===== src/hdl/dmrb_pkg.sv =====
// ----------------------------------------------------------------------------
// dmrb_pkg: shared types and constants for the dual motor ramp bridge drive
// Register map, input kinds, level and configuration types.
// ----------------------------------------------------------------------------
package dmrb_pkg;

    localparam int FULL_SCALE         = 255;
    localparam int DEADBAND           = 18;
    localparam int RAMP_PERIOD_MS     = 10;
    localparam int MAX_STEPS_PER_TICK = 4;

    localparam int STEP_CNT_W = $clog2(MAX_STEPS_PER_TICK + 1);

    // input kinds carried in s_tuser
    localparam logic [2:0] KIND_SET_LEFT  = 3'd0;
    localparam logic [2:0] KIND_SET_RIGHT = 3'd1;
    localparam logic [2:0] KIND_SET_BOTH  = 3'd2;
    localparam logic [2:0] KIND_STOP      = 3'd3;
    localparam logic [2:0] KIND_TICK      = 3'd4;

    // register indexes (byte address 4*index)
    localparam logic [1:0] REG_MAX_PWM    = 2'd0;
    localparam logic [1:0] REG_ACCEL_STEP = 2'd1;
    localparam logic [1:0] REG_BRAKE_STEP = 2'd2;

    typedef logic signed [8:0] level_t;
    typedef logic [7:0]        duty_t;

    // effective register values, zero already replaced by one
    typedef struct packed {
        logic [7:0] max_pwm;
        logic [7:0] accel_step;
        logic [7:0] brake_step;
    } cfg_t;

endpackage


===== src/hdl/dual_motor_ramp_bridge_drive.sv =====
// ----------------------------------------------------------------------------
// dual_motor_ramp_bridge_drive: two-channel slew-limited H-bridge drive
// Sequencer around one shared scaler and one shared level stepper.
// ----------------------------------------------------------------------------
// Usage:
//   Input words on s_t*: s_tuser is the kind (set left, set right, set both,
//   stop, tick); s_tdata carries both speeds and the millisecond time.
//   Output words on m_t* carry both duty pairs and both ramped levels.
//   Set words give no output. Stop clears the levels and gives an all-zero
//   output word from the output state. A tick gives no output when less
//   than 10 ms have passed since the last ramp (busy only in the tick
//   state); otherwise the levels step 1 to 4 times and one word is issued.
//   A ramp tick passes through the tick, target (TGT0 to TGT2), step and
//   output states: the single stepper handles one side per cycle, and the
//   scaler yields both targets through its registered multiplier.
//   s_tready is high only while the sequencer is idle. A finished word sits
//   in the output register while the next input word is taken; a stalled
//   receiver holds the sequencer in its output state until the register
//   frees up.
//   Reset clears commands, levels, the ramp time and the output valid, and
//   sets max_pwm to 255 and both step sizes to 1. The user must write APB
//   registers only while the block is idle; the block does not enforce it.
// ----------------------------------------------------------------------------
module dual_motor_ramp_bridge_drive
    import dmrb_pkg::*;
(
    input  logic        clk,
    input  logic        rst_n,
    // APB configuration
    input  logic        psel,
    input  logic        penable,
    input  logic        pwrite,
    input  logic [3:0]  paddr,
    input  logic [31:0] pwdata,
    output logic [31:0] prdata,
    output logic        pready,
    // input stream
    input  logic        s_tvalid,
    output logic        s_tready,
    input  logic [55:0] s_tdata,  // left_speed[8:0], right_speed[17:9], now_ms[49:18]
    input  logic [2:0]  s_tuser,  // kind[2:0]
    // output stream
    output logic        m_tvalid,
    input  logic        m_tready,
    output logic [55:0] m_tdata   // a_forward_duty[7:0], a_reverse_duty[15:8],
                                  // b_forward_duty[23:16], b_reverse_duty[31:24],
                                  // left_level[40:32], right_level[49:41]
);

    localparam logic [2:0] ST_IDLE = 3'd0;
    localparam logic [2:0] ST_TICK = 3'd1;
    localparam logic [2:0] ST_TGT0 = 3'd2;
    localparam logic [2:0] ST_TGT1 = 3'd3;
    localparam logic [2:0] ST_TGT2 = 3'd4;
    localparam logic [2:0] ST_STEP = 3'd5;
    localparam logic [2:0] ST_OUT  = 3'd6;

    cfg_t cfg;

    logic [2:0]            state_reg, state_next;
    level_t                left_cmd_reg, left_cmd_next;
    level_t                right_cmd_reg, right_cmd_next;
    level_t                left_drive_reg, left_drive_next;
    level_t                right_drive_reg, right_drive_next;
    level_t                left_tgt_reg, left_tgt_next;
    level_t                right_tgt_reg, right_tgt_next;
    logic [31:0]           last_ramp_reg, last_ramp_next;
    logic [31:0]           now_reg, now_next;
    logic [STEP_CNT_W-1:0] cnt_reg, cnt_next;
    logic                  side_reg, side_next;
    logic                  m_tvalid_reg, m_tvalid_next;
    logic [55:0]           m_tdata_reg, m_tdata_next;

    logic                  accept;
    logic                  out_free;
    level_t                in_left, in_right;
    logic [31:0]           elapsed;
    level_t                scale_cmd, scale_tgt;
    level_t                step_cur, step_tgt, step_nxt;
    duty_t                 a_fwd, a_rev, b_fwd, b_rev;

    dmrb_cfg_regs u_regs (
        .clk     (clk),
        .rst_n   (rst_n),
        .psel    (psel),
        .penable (penable),
        .pwrite  (pwrite),
        .paddr   (paddr),
        .pwdata  (pwdata),
        .prdata  (prdata),
        .pready  (pready),
        .cfg     (cfg)
    );

    dmrb_scale u_scale (
        .clk     (clk),
        .cmd     (scale_cmd),
        .max_pwm (cfg.max_pwm),
        .target  (scale_tgt)
    );

    dmrb_stepper u_stepper (
        .cur (step_cur),
        .tgt (step_tgt),
        .cfg (cfg),
        .nxt (step_nxt)
    );

    function automatic level_t sat_in(input logic [8:0] v);
        // only -256 lies outside +/-255
        sat_in = (v == 9'h100) ? 9'sh101 : $signed(v);
    endfunction

    function automatic duty_t fwd_of(input level_t lvl);
        fwd_of = (lvl >= 9'sd18) ? lvl[7:0] : 8'd0;
    endfunction

    function automatic duty_t rev_of(input level_t lvl);
        level_t neg;
        neg    = -lvl;
        rev_of = (lvl <= -9'sd18) ? neg[7:0] : 8'd0;
    endfunction

    assign s_tready = (state_reg == ST_IDLE);
    assign accept   = s_tvalid && s_tready;
    assign out_free = !m_tvalid_reg || m_tready;
    assign in_left  = sat_in(s_tdata[8:0]);
    assign in_right = sat_in(s_tdata[17:9]);
    assign elapsed  = now_reg - last_ramp_reg;

    assign scale_cmd = (state_reg == ST_TGT0) ? left_cmd_reg : right_cmd_reg;
    assign step_cur  = side_reg ? right_drive_reg : left_drive_reg;
    assign step_tgt  = side_reg ? right_tgt_reg : left_tgt_reg;

    assign a_fwd = fwd_of(left_drive_reg);
    assign a_rev = rev_of(left_drive_reg);
    assign b_fwd = fwd_of(right_drive_reg);
    assign b_rev = rev_of(right_drive_reg);

    always_comb
    begin
        state_next       = state_reg;
        left_cmd_next    = left_cmd_reg;
        right_cmd_next   = right_cmd_reg;
        left_drive_next  = left_drive_reg;
        right_drive_next = right_drive_reg;
        left_tgt_next    = left_tgt_reg;
        right_tgt_next   = right_tgt_reg;
        last_ramp_next   = last_ramp_reg;
        now_next         = now_reg;
        cnt_next         = cnt_reg;
        side_next        = side_reg;
        m_tvalid_next    = m_tvalid_reg && !m_tready;
        m_tdata_next     = m_tdata_reg;

        unique case (state_reg)
            ST_IDLE:
            begin
                if (accept)
                begin
                    unique case (s_tuser)
                        KIND_SET_LEFT:
                            left_cmd_next = in_left;
                        KIND_SET_RIGHT:
                            right_cmd_next = in_right;
                        KIND_SET_BOTH:
                        begin
                            left_cmd_next  = in_left;
                            right_cmd_next = in_right;
                        end
                        KIND_STOP:
                        begin
                            left_cmd_next    = '0;
                            right_cmd_next   = '0;
                            left_drive_next  = '0;
                            right_drive_next = '0;
                            state_next       = ST_OUT;
                        end
                        KIND_TICK:
                        begin
                            now_next   = s_tdata[49:18];
                            state_next = ST_TICK;
                        end
                        default:
                        begin
                        end
                    endcase
                end
            end
            ST_TICK:
            begin
                if (elapsed < 32'(RAMP_PERIOD_MS))
                    state_next = ST_IDLE;
                else
                begin
                    last_ramp_next = now_reg;
                    // step count = min(elapsed / period, max steps), one compare per count
                    for (int k = 1; k <= MAX_STEPS_PER_TICK; k++)
                    begin
                        if (elapsed >= 32'(k * RAMP_PERIOD_MS))
                            cnt_next = STEP_CNT_W'(k);
                    end
                    side_next  = 1'b0;
                    state_next = ST_TGT0;
                end
            end
            ST_TGT0:
                state_next = ST_TGT1;
            ST_TGT1:
            begin
                left_tgt_next = scale_tgt;
                state_next    = ST_TGT2;
            end
            ST_TGT2:
            begin
                right_tgt_next = scale_tgt;
                state_next     = ST_STEP;
            end
            ST_STEP:
            begin
                if (!side_reg)
                begin
                    left_drive_next = step_nxt;
                    side_next       = 1'b1;
                end
                else
                begin
                    right_drive_next = step_nxt;
                    side_next        = 1'b0;
                    cnt_next         = cnt_reg - STEP_CNT_W'(1);
                    if (cnt_reg == STEP_CNT_W'(1))
                        state_next = ST_OUT;
                end
            end
            ST_OUT:
            begin
                if (out_free)
                begin
                    m_tvalid_next = 1'b1;
                    m_tdata_next  = {6'd0, right_drive_reg, left_drive_reg,
                                     b_rev, b_fwd, a_rev, a_fwd};
                    state_next    = ST_IDLE;
                end
            end
            default:
                state_next = ST_IDLE;
        endcase
    end

    always_ff @(posedge clk or negedge rst_n)
    begin
        if (!rst_n)
        begin
            state_reg       <= ST_IDLE;
            left_cmd_reg    <= '0;
            right_cmd_reg   <= '0;
            left_drive_reg  <= '0;
            right_drive_reg <= '0;
            last_ramp_reg   <= '0;
            cnt_reg         <= '0;
            side_reg        <= 1'b0;
            m_tvalid_reg    <= 1'b0;
        end
        else
        begin
            state_reg       <= state_next;
            left_cmd_reg    <= left_cmd_next;
            right_cmd_reg   <= right_cmd_next;
            left_drive_reg  <= left_drive_next;
            right_drive_reg <= right_drive_next;
            last_ramp_reg   <= last_ramp_next;
            cnt_reg         <= cnt_next;
            side_reg        <= side_next;
            m_tvalid_reg    <= m_tvalid_next;
        end
    end

    always_ff @(posedge clk)
    begin
        left_tgt_reg  <= left_tgt_next;
        right_tgt_reg <= right_tgt_next;
        now_reg       <= now_next;
        m_tdata_reg   <= m_tdata_next;
    end

    assign m_tvalid = m_tvalid_reg;
    assign m_tdata  = m_tdata_reg;

`ifndef SYNTHESIS
    a_level_range: assert property (@(posedge clk) disable iff (!rst_n)
        left_drive_reg != 9'sh100 && right_drive_reg != 9'sh100)
        else $error("drive level outside +/-255");

    a_stop_clears: assert property (@(posedge clk) disable iff (!rst_n)
        (accept && s_tuser == KIND_STOP) |=>
        (state_reg == ST_OUT && left_drive_reg == '0 && right_drive_reg == '0))
        else $error("stop did not clear levels");

    a_step_count: assert property (@(posedge clk) disable iff (!rst_n)
        state_reg == ST_STEP |-> (cnt_reg != '0 && cnt_reg <= STEP_CNT_W'(MAX_STEPS_PER_TICK)))
        else $error("step count out of range while stepping");

    a_out_source: assert property (@(posedge clk) disable iff (!rst_n)
        $rose(m_tvalid_reg) |-> $past(state_reg == ST_OUT))
        else $error("output word loaded outside output state");
`endif

endmodule


===== src/hdl/dmrb_cfg_regs.sv =====
// ----------------------------------------------------------------------------
// dmrb_cfg_regs: APB register file
// Holds max_pwm, accel_step and brake_step; presents them with zero as one.
// ----------------------------------------------------------------------------
module dmrb_cfg_regs
    import dmrb_pkg::*;
(
    input  logic        clk,
    input  logic        rst_n,
    input  logic        psel,
    input  logic        penable,
    input  logic        pwrite,
    input  logic [3:0]  paddr,
    input  logic [31:0] pwdata,
    output logic [31:0] prdata,
    output logic        pready,
    output cfg_t        cfg
);

    logic [7:0] max_pwm_reg;
    logic [7:0] accel_step_reg;
    logic [7:0] brake_step_reg;
    logic       wr_en;
    logic [1:0] idx;

    assign pready = 1'b1;
    assign idx    = paddr[3:2];
    assign wr_en  = psel && penable && pwrite;

    always_ff @(posedge clk or negedge rst_n)
    begin
        if (!rst_n)
        begin
            max_pwm_reg    <= 8'd255;
            accel_step_reg <= 8'd1;
            brake_step_reg <= 8'd1;
        end
        else if (wr_en)
        begin
            if (idx == REG_MAX_PWM)
                max_pwm_reg <= pwdata[7:0];
            if (idx == REG_ACCEL_STEP)
                accel_step_reg <= pwdata[7:0];
            if (idx == REG_BRAKE_STEP)
                brake_step_reg <= pwdata[7:0];
        end
    end

    always_comb
    begin
        prdata = 32'd0;
        if (idx == REG_MAX_PWM)
            prdata = {24'd0, max_pwm_reg};
        else if (idx == REG_ACCEL_STEP)
            prdata = {24'd0, accel_step_reg};
        else if (idx == REG_BRAKE_STEP)
            prdata = {24'd0, brake_step_reg};
    end

    assign cfg.max_pwm    = (max_pwm_reg == 8'd0)    ? 8'd1 : max_pwm_reg;
    assign cfg.accel_step = (accel_step_reg == 8'd0) ? 8'd1 : accel_step_reg;
    assign cfg.brake_step = (brake_step_reg == 8'd0) ? 8'd1 : brake_step_reg;

endmodule


===== src/hdl/dmrb_scale.sv =====
// ----------------------------------------------------------------------------
// dmrb_scale: command to target level
// Registered 8x8 product, then divide by 255 with a shift-add reciprocal.
// The target for a command appears in the next cycle.
// ----------------------------------------------------------------------------
module dmrb_scale
    import dmrb_pkg::*;
(
    input  logic       clk,
    input  level_t     cmd,
    input  logic [7:0] max_pwm,
    output level_t     target
);

    logic [7:0]  mag;
    logic [15:0] prod_reg;
    logic        neg_reg;
    logic        dead_reg;
    logic [16:0] sum;
    logic [7:0]  quo;

    // cmd is already saturated to +/-255, so the magnitude fits 8 bits
    assign mag = cmd[8] ? 8'(-cmd) : cmd[7:0];

    always_ff @(posedge clk)
    begin
        prod_reg <= {8'd0, mag} * {8'd0, max_pwm};
        neg_reg  <= cmd[8];
        dead_reg <= (mag < 8'(DEADBAND));
    end

    // floor(x/255) = (x + (x >> 8) + 1) >> 8 for x up to 255*255
    assign sum = {1'b0, prod_reg} + {9'd0, prod_reg[15:8]} + 17'd1;
    assign quo = sum[15:8];

    always_comb
    begin
        if (dead_reg)
            target = '0;
        else if (neg_reg)
            target = -$signed({1'b0, quo});
        else
            target = $signed({1'b0, quo});
    end

endmodule


===== src/hdl/dmrb_stepper.sv =====
// ----------------------------------------------------------------------------
// dmrb_stepper: one slew step of a drive level toward its target
// Brake step when heading to zero or slowing, accel step otherwise.
// ----------------------------------------------------------------------------
module dmrb_stepper
    import dmrb_pkg::*;
(
    input  level_t cur,
    input  level_t tgt,
    input  cfg_t   cfg,
    output level_t nxt
);

    logic signed [9:0] delta;
    logic [9:0]        adelta;
    logic              braking;
    logic [7:0]        step;
    logic signed [9:0] moved;

    assign delta   = {tgt[8], tgt} - {cur[8], cur};
    assign adelta  = delta[9] ? 10'(-delta) : 10'(delta);
    assign braking = (tgt == '0) || (cur > 0 && tgt < cur) || (cur < 0 && tgt > cur);
    assign step    = braking ? cfg.brake_step : cfg.accel_step;
    assign moved   = delta[9] ? ({cur[8], cur} - $signed({2'b0, step}))
                              : ({cur[8], cur} + $signed({2'b0, step}));

    // step is never zero, so an equal level lands on the target here too
    assign nxt = (adelta <= {2'b0, step}) ? tgt : moved[8:0];

endmodule


===== config.mk =====
export PLATFORM = sky130hd
export DESIGN_NAME = dual_motor_ramp_bridge_drive
export DESIGN_NICKNAME = d
export VERILOG_FILES = /design/src/hdl/dmrb_pkg.sv /design/src/hdl/dual_motor_ramp_bridge_drive.sv /design/src/hdl/dmrb_cfg_regs.sv /design/src/hdl/dmrb_scale.sv /design/src/hdl/dmrb_stepper.sv
export SDC_FILE = /design/constraint.sdc
export NUM_CORES = 1
export LEC_CHECK = 0
export BUFFER_PORTS_ARGS = -buffer_cell sky130_fd_sc_hd__buf_2
export CELL_PAD_IN_SITES_DETAIL_PLACEMENT = 0
export CELL_PAD_IN_SITES_GLOBAL_PLACEMENT = 1
export CORE_ASPECT_RATIO = 1.2
export CORE_MARGIN = 5
export CORE_UTILIZATION = 46
export DETAILED_ROUTE_END_ITERATION = 16
export PLACE_DENSITY = 0.82
export SETUP_SLACK_MARGIN = 0.3
export SLEW_MARGIN = 0
export SYNTH_ARGS = -nofsm -noshare
export SYNTH_HDL_FRONTEND = slang
export SYNTH_SLANG_ARGS = --single-unit

===== constraint.sdc =====
create_clock -name clk -period 7.1 [get_ports clk]
set_input_delay 1.065 -clock clk [delete_from_list [all_inputs] [get_ports clk]]
set_output_delay 1.065 -clock clk [all_outputs]
set_load 0.005 [all_outputs]

==> results of run 1 <==
-- Yosys cell counts (31+ instances only) --
| cell type | number |
|---|---|
| and2_1 | 51 |
| o21ai_0 | 69 |
| mux2i_1 | 47 |
| nor3_1 | 33 |
| buf_4 | 31 |
| nor2_1 | 85 |
| clkbuf_1 | 34 |
| ha_1 | 109 |
| mux2_2 | 41 |
| dfrtp_1 | 90 |
| edfxtp_1 | 100 |
| nand2_1 | 97 |
| fa_1 | 39 |
| inv_1 | 137 |
| xnor2_1 | 51 |
| xor2_1 | 33 |
| a21oi_1 | 76 |
-- routing by layer --
layer	wire length (um)	global-route usage	vias to the layer above	share of wire
li1	-	-	5374	-
met1	14600	0.231	5175	0.44
met2	16500	0.320	199	0.50
met3	1340	0.0248	46	0.041
met4	624	0.0464	0	0.019
met5	0	0	-	0
-- worst max-delay path, delay by kind of cell (launching register included) --
kind | cells | cell delay [ns]
adder cells (fa/ha/maj) | 5 | 2.17
AND/OR/NAND/NOR | 4 | 0.46
flip-flops | 1 | 0.52
XOR/XNOR | 1 | 0.12
AO/OA/AOI/OAI | 8 | 1.59
buffers and inverters | 5 | 0.85
multiplexers | 1 | 0.38
-- kinds of logic after synthesis --
logic type                 count (synthesis)
and+or+nand+nor                          398
adders and majority gates                148
muxes                                    115
other                                      2
buffers and inverters                    219
DFF                                      218
xor gates and xnor gates                  84
AOI/OAI and AO/OA                        291
-- timing repair --
item / in CTS / in global routing
setup endpoints to repair: 0 / 4
hold buffers: 0 / 0
gates resized for setup: 0 / 1
-- final timing paths --
| kind | from | endpoint |
|---|---|---|
| max | state_reg[1] | u_scale.prod_reg[15] |
| min | rst_n | right_cmd_reg[0] |
| max reg2reg | state_reg[1] | u_scale.prod_reg[15] |
| min reg2reg | last_ramp_reg[21] | last_ramp_reg[21] |
| max in group asynchronous | rst_n | side_reg |
| min in group clk | last_ramp_reg[21] | last_ramp_reg[21] |
-- metrics by stage --
step           cell area, um^2  setup WS [ns]  utilization  hold WS, ns  cells
6_report                 16700          0.858        0.518        0.458   2023
5_1_grt                  16700          0.372        0.518        0.477   2023
4_1_cts                  16700          0.680        0.518        0.452   2023
3_5_place_dp             15900          0.719        0.495        0.481   1979
3_3_place_gp             15900          0.861        0.495        0.473   1979
2_1_floorplan            15000           1.04            -        0.423   1504
-- layout make-up --
type | count | share of cell area
Clock inverter | 19 | 0.00983
Multi-Input combinational cell | 1067 | 0.492
Clock buffer | 25 | 0.0362
Inverter | 137 | 0.0308
Timing Repair Buffer | 150 | 0.0483
Sequential cell | 218 | 0.353
Tap cell | 407 | 0.0305
==> summary.md, run 1 <==
| Metric | Value |
|---|---|
| Status | complete, no violations |
| IO Pins | 193 |
| Fin. max-slew vios | 0 |
| Vias per cell | 5.34 |
| Clk buf depth | 3 |
| GRT overflow | 0 |
| Synth Area in Compound Gates | 0.127 |
| Setup slack, reg-to-reg | 0.86 ns |
| Most frequent cells in the layout | inv_1, buf_2, ha_1 |
| Largest register FFs | 50 |
| First-pass GRT wire length | 55000 um |
| Clock Skew | 0.0220 ns |
| CP max stage cell | fa_1 |
| RSZ-0062 raised after global routing | false |
| Slew HR | 0.222 |
| Crit end category | flip-flop |
| Num CTS Buffers | 24 |
| Share of layout cells above drive strength 1 | 0.168 |
| Number of synthesized flops with an enable pin | 100 |
| Post-synthesis async set-or-reset flop share | 0.459 |
| Mapped Cells | 1475 |
| Register area | 5880 um^2 |
| Synth top area cells | edfxtp_1, dfrtp_1, ha_1, fa_1, inv_1 |
| Synth Area in Adders | 0.144 |
| Detail Placement HPWL | 25200 um |
| Post-Route WL | 33100 um |
| CTS clk-pin slew, worst paths | 0.07 ns |
| Worst endpoint required time | 7.53 ns |
| RePlAce Congestion | 0.856 |
| Area leader, netlist | edfxtp_1 |
| Commonest non-fill, non-tap cell in the layout | inv_1 |
| Startpoint Class | flip-flop |
| ANT cells | 0 |
| Vias in the first global route | 11000 |
| Wire per inst | 16.3 um |
| Period utilisation layout | 0.879 |
| Fin Setup TNS | 0 ns |
| Clock tree root buffer cell | clkbuf_16 |
| Area growth, synth to finish | 11.7% |
| Syn. warnings | 0 |
| Router iterations before antenna repair | 5 |
| Area of the multi-input gates | 8200 um^2 |
| Core Box Area | 32200 um^2 |
| Rows | 72 |
| All-layer global routing usage | 0.180 |
| PortBufs | 129 |
| DRT iter0 DRCs | 432 |
| H-tree Lvls | 1 |
| Seq/Total Area, Yosys | 0.394 |
| Setup Viol. Count Final | 0 |
| Simple-Gate Fraction of Synth Area | 0.136 |
| Synthesized area | 14900 um^2 |
| Setup bufs post-CTS | 0 |
| Critical path's largest stage delay | 0.56 ns |
| DRC Markers | 0 |
| Clock sinks | 218 |
| Largest family of logic cells by synthesized area | adder cells |
| Max Clk Rate | 160 MHz |
| Max-cap viol count | 0 |
| Syn_area_per_cell | 10.1 um^2 |
| Yosys top cell area share | 0.201 |
| Xor/xnor cell area share of the yosys netlist | 0.0493 |
| Final Hold Viols | 0 |
| Actual slew at the worst max-slew pin | 1.16 ns |
| Yosys reg bits | 218 |
| Die width | 174 um |
| HP Class | in -> async |
| FF-to-FF path depth | 24 |
| Die Ht | 207 um |
| Worst setup path class | reg -> reg |
| Number of fillers in the final layout | 2930 |
| Die area | 36200 um^2 |
| Initial antenna violation count | 0 |
| Arr. time, crit path | 6.67 ns |
| Post-route ant nets | 0 |
| CTS tree | yes |
| Via count | 10800 |
| Top FF cell, synth | edfxtp_1 |
| Starting Density | 0.464 |
| Critical Path Most Common Cell | fa_1 |
| Clk_lat worst skew | 0.54 ns |
| Mux contribution to synthesized area | 0.0844 |
| Layout Nets | 1848 |
| Post-layout min period | 6.24 ns |
| Worst-path fanout max | 18 |
| Crit-path cells | nor3b_2 > buf_4 > mux2i_1 > inv_1 > a21oi_1 > buf_4 > nor2b_1 > fa_1 > inv_1 > fa_1 > fa_1 > fa_1 > inv_1 > ha_1 > o21ai_0 > a21boi_0 > o21ai_0 > nand2b_1 > a21o_1 > a21o_1 > a21o_1 > nand2_1 > a21oi_1 > xnor2_1 |
| Synth unique cells | 77 |
| Largest net degree at the start of global routing | 73 |
Power of run 1 is left out: the tool's default activity adds up to more than one toggle a clock period on the data nets, which glitch-free logic cannot reach.
==> run 2, diff against run 1 <==
--- a/config.mk
+++ b/config.mk
@@ -12,6 +12,7 @@
 export CORE_MARGIN = 5
 export CORE_UTILIZATION = 46
 export DETAILED_ROUTE_END_ITERATION = 16
+export MAX_ROUTING_LAYER = met4
 export PLACE_DENSITY = 0.82
 export SETUP_SLACK_MARGIN = 0.3
 export SLEW_MARGIN = 0
==> run 2 against run 1 <==
Sequential share of layout area unchanged. Count of clock-buffer cells in the layout unchanged. Non-clock buffer count unchanged. First-iteration DRC count unchanged. Global-route usage up 0.53 points. Largest cell class unchanged. Critical path depth unchanged. Register-to-register slack about the same. Cell area unchanged. Wire length up 0.11%. Cell count unchanged.
==> summary.md, run 2 (same netlist as run 1, synthesis figures left out) <==
| Metric | Value |
|---|---|
| Post-Route WL | 33100 um |
| Worst hold slack | 0.458 ns |
| Post-layout min period | 6.24 ns |
| H-tree Lvls | 1 |
| Max-cap viol count | 0 |
| Clk_lat worst skew | 0.54 ns |
| Clock tree root buffer cell | clkbuf_16 |
| Post-route ant nets | 0 |
| Starting Density | 0.464 |
| RSZ-0062 raised after global routing | false |
| Startpoint Class | flip-flop |
| All-layer global routing usage | 0.185 |
| Die Ht | 207 um |
| First-pass GRT wire length | 55000 um |
| Core Box Area | 32200 um^2 |
| CTS tree | yes |
| RePlAce Congestion | 0.870 |
| PortBufs | 129 |
| Status | complete, no violations |
| Vias in the first global route | 11000 |
| Area growth, synth to finish | 11.7% |
| Largest register FFs | 50 |
| GRT overflow | 0 |
| Router iterations before antenna repair | 5 |
| FF-to-FF path depth | 24 |
| Actual slew at the worst max-slew pin | 1.16 ns |
| Wire per inst | 16.4 um |
| Commonest non-fill, non-tap cell in the layout | inv_1 |
| Clock Skew | 0.0218 ns |
| Detail Placement HPWL | 25200 um |
| Share of layout cells above drive strength 1 | 0.168 |
| Via count | 10800 |
| Clock sinks | 218 |
| Largest net degree at the start of global routing | 73 |
| Slew HR | 0.222 |
| Layout Nets | 1848 |
| IO Pins | 193 |
| Met1 Resource Use GR | 0.231 |
| Fin. max-slew vios | 0 |
| Worst-path fanout max | 18 |
| Final Util | 0.518 |
| Met2 Track Usage GR | 0.321 |
| CTS clk-pin slew, worst paths | 0.07 ns |
| Setup Viol. Count Final | 0 |
| HP Class | in -> async |
| Vias per cell | 5.33 |
| ANT cells | 0 |
| Initial antenna violation count | 0 |
| DRC Markers | 0 |
| Grt peak-use layer | met2 |
| DRT iter0 DRCs | 432 |
| Max Clk Rate | 160 MHz |
| Die area | 36200 um^2 |
| Worst setup path class | reg -> reg |
| Fin Setup TNS | 0 ns |
| Met3 usage | 0.0239 |
| Rows | 72 |
| Most frequent cells in the layout | inv_1, buf_2, ha_1 |
| Arr. time, crit path | 6.66 ns |
| Crit end category | flip-flop |
| Period utilisation layout | 0.878 |
| Final Hold Viols | 0 |
| Worst endpoint required time | 7.53 ns |
| Die width | 174 um |
| Num CTS Buffers | 24 |
| Clk buf depth | 3 |
-- run 2: through the flow --
step / cell area, um^2 / worst slack, ns / cells
2_1_floorplan: 15000 / 1.04 / 1504
3_3_place_gp: 15900 / 0.861 / 1979
3_5_place_dp: 15900 / 0.719 / 1979
4_1_cts: 16700 / 0.680 / 2023
5_1_grt: 16700 / 0.372 / 2023
6_report: 16700 / 0.865 / 2023
-- run 2: timing repair --
item,CTS,global route
endpoints found under the hold margin,0,0
endpoints found under the setup margin,0,4
buffers inserted,0,0
resized for setup,0,1
hold buffers,0,0
-- run 2: final timing paths --
check,start,endpoint,slack [ns]
worst max-delay path,state_reg[1],u_scale.prod_reg[15],0.86
worst max register to register,state_reg[1],u_scale.prod_reg[15],0.86
worst min-delay path,rst_n,right_cmd_reg[0],0.46
max in group asynchronous,rst_n,side_reg,5.32
min in group clk,last_ramp_reg[21],last_ramp_reg[21],0.49
worst min register to register,last_ramp_reg[21],last_ramp_reg[21],0.49
-- run 2: layout make-up --
type / instances / area [um^2]
Clock buffer: 25 / 604
Tap cell: 407 / 509
Clock inverter: 19 / 164
Sequential cell: 218 / 5880
Multi-Input combinational cell: 1067 / 8200
Timing Repair Buffer: 150 / 806
Fill cell: 2930 / 15500
Inverter: 137 / 514
-- run 2: metal layers --
layer	wire, um	vias up
met3	1350	42
met5	0	-
met1	14600	5175
met2	16600	190
met4	565	0
li1	-	5378
-- run 2: critical path, stage by stage, from the launching register on --
cell and delay (ns):
dfrtp_1 0.52, nor3b_2 0.22, buf_4 0.28, mux2i_1 0.37, inv_1 0.20, a21oi_1 0.51, buf_4 0.25, nor2b_1 0.07
fa_1 0.41, inv_1 0.09, fa_1 0.41, fa_1 0.47, fa_1 0.56, inv_1 0.04, ha_1 0.32, o21ai_0 0.12
a21boi_0 0.16, o21ai_0 0.16, nand2b_1 0.10, a21o_1 0.19, a21o_1 0.19, a21o_1 0.20, nand2_1 0.08, a21oi_1 0.07
xnor2_1 0.12
Power of run 2 is left out for the same reason.
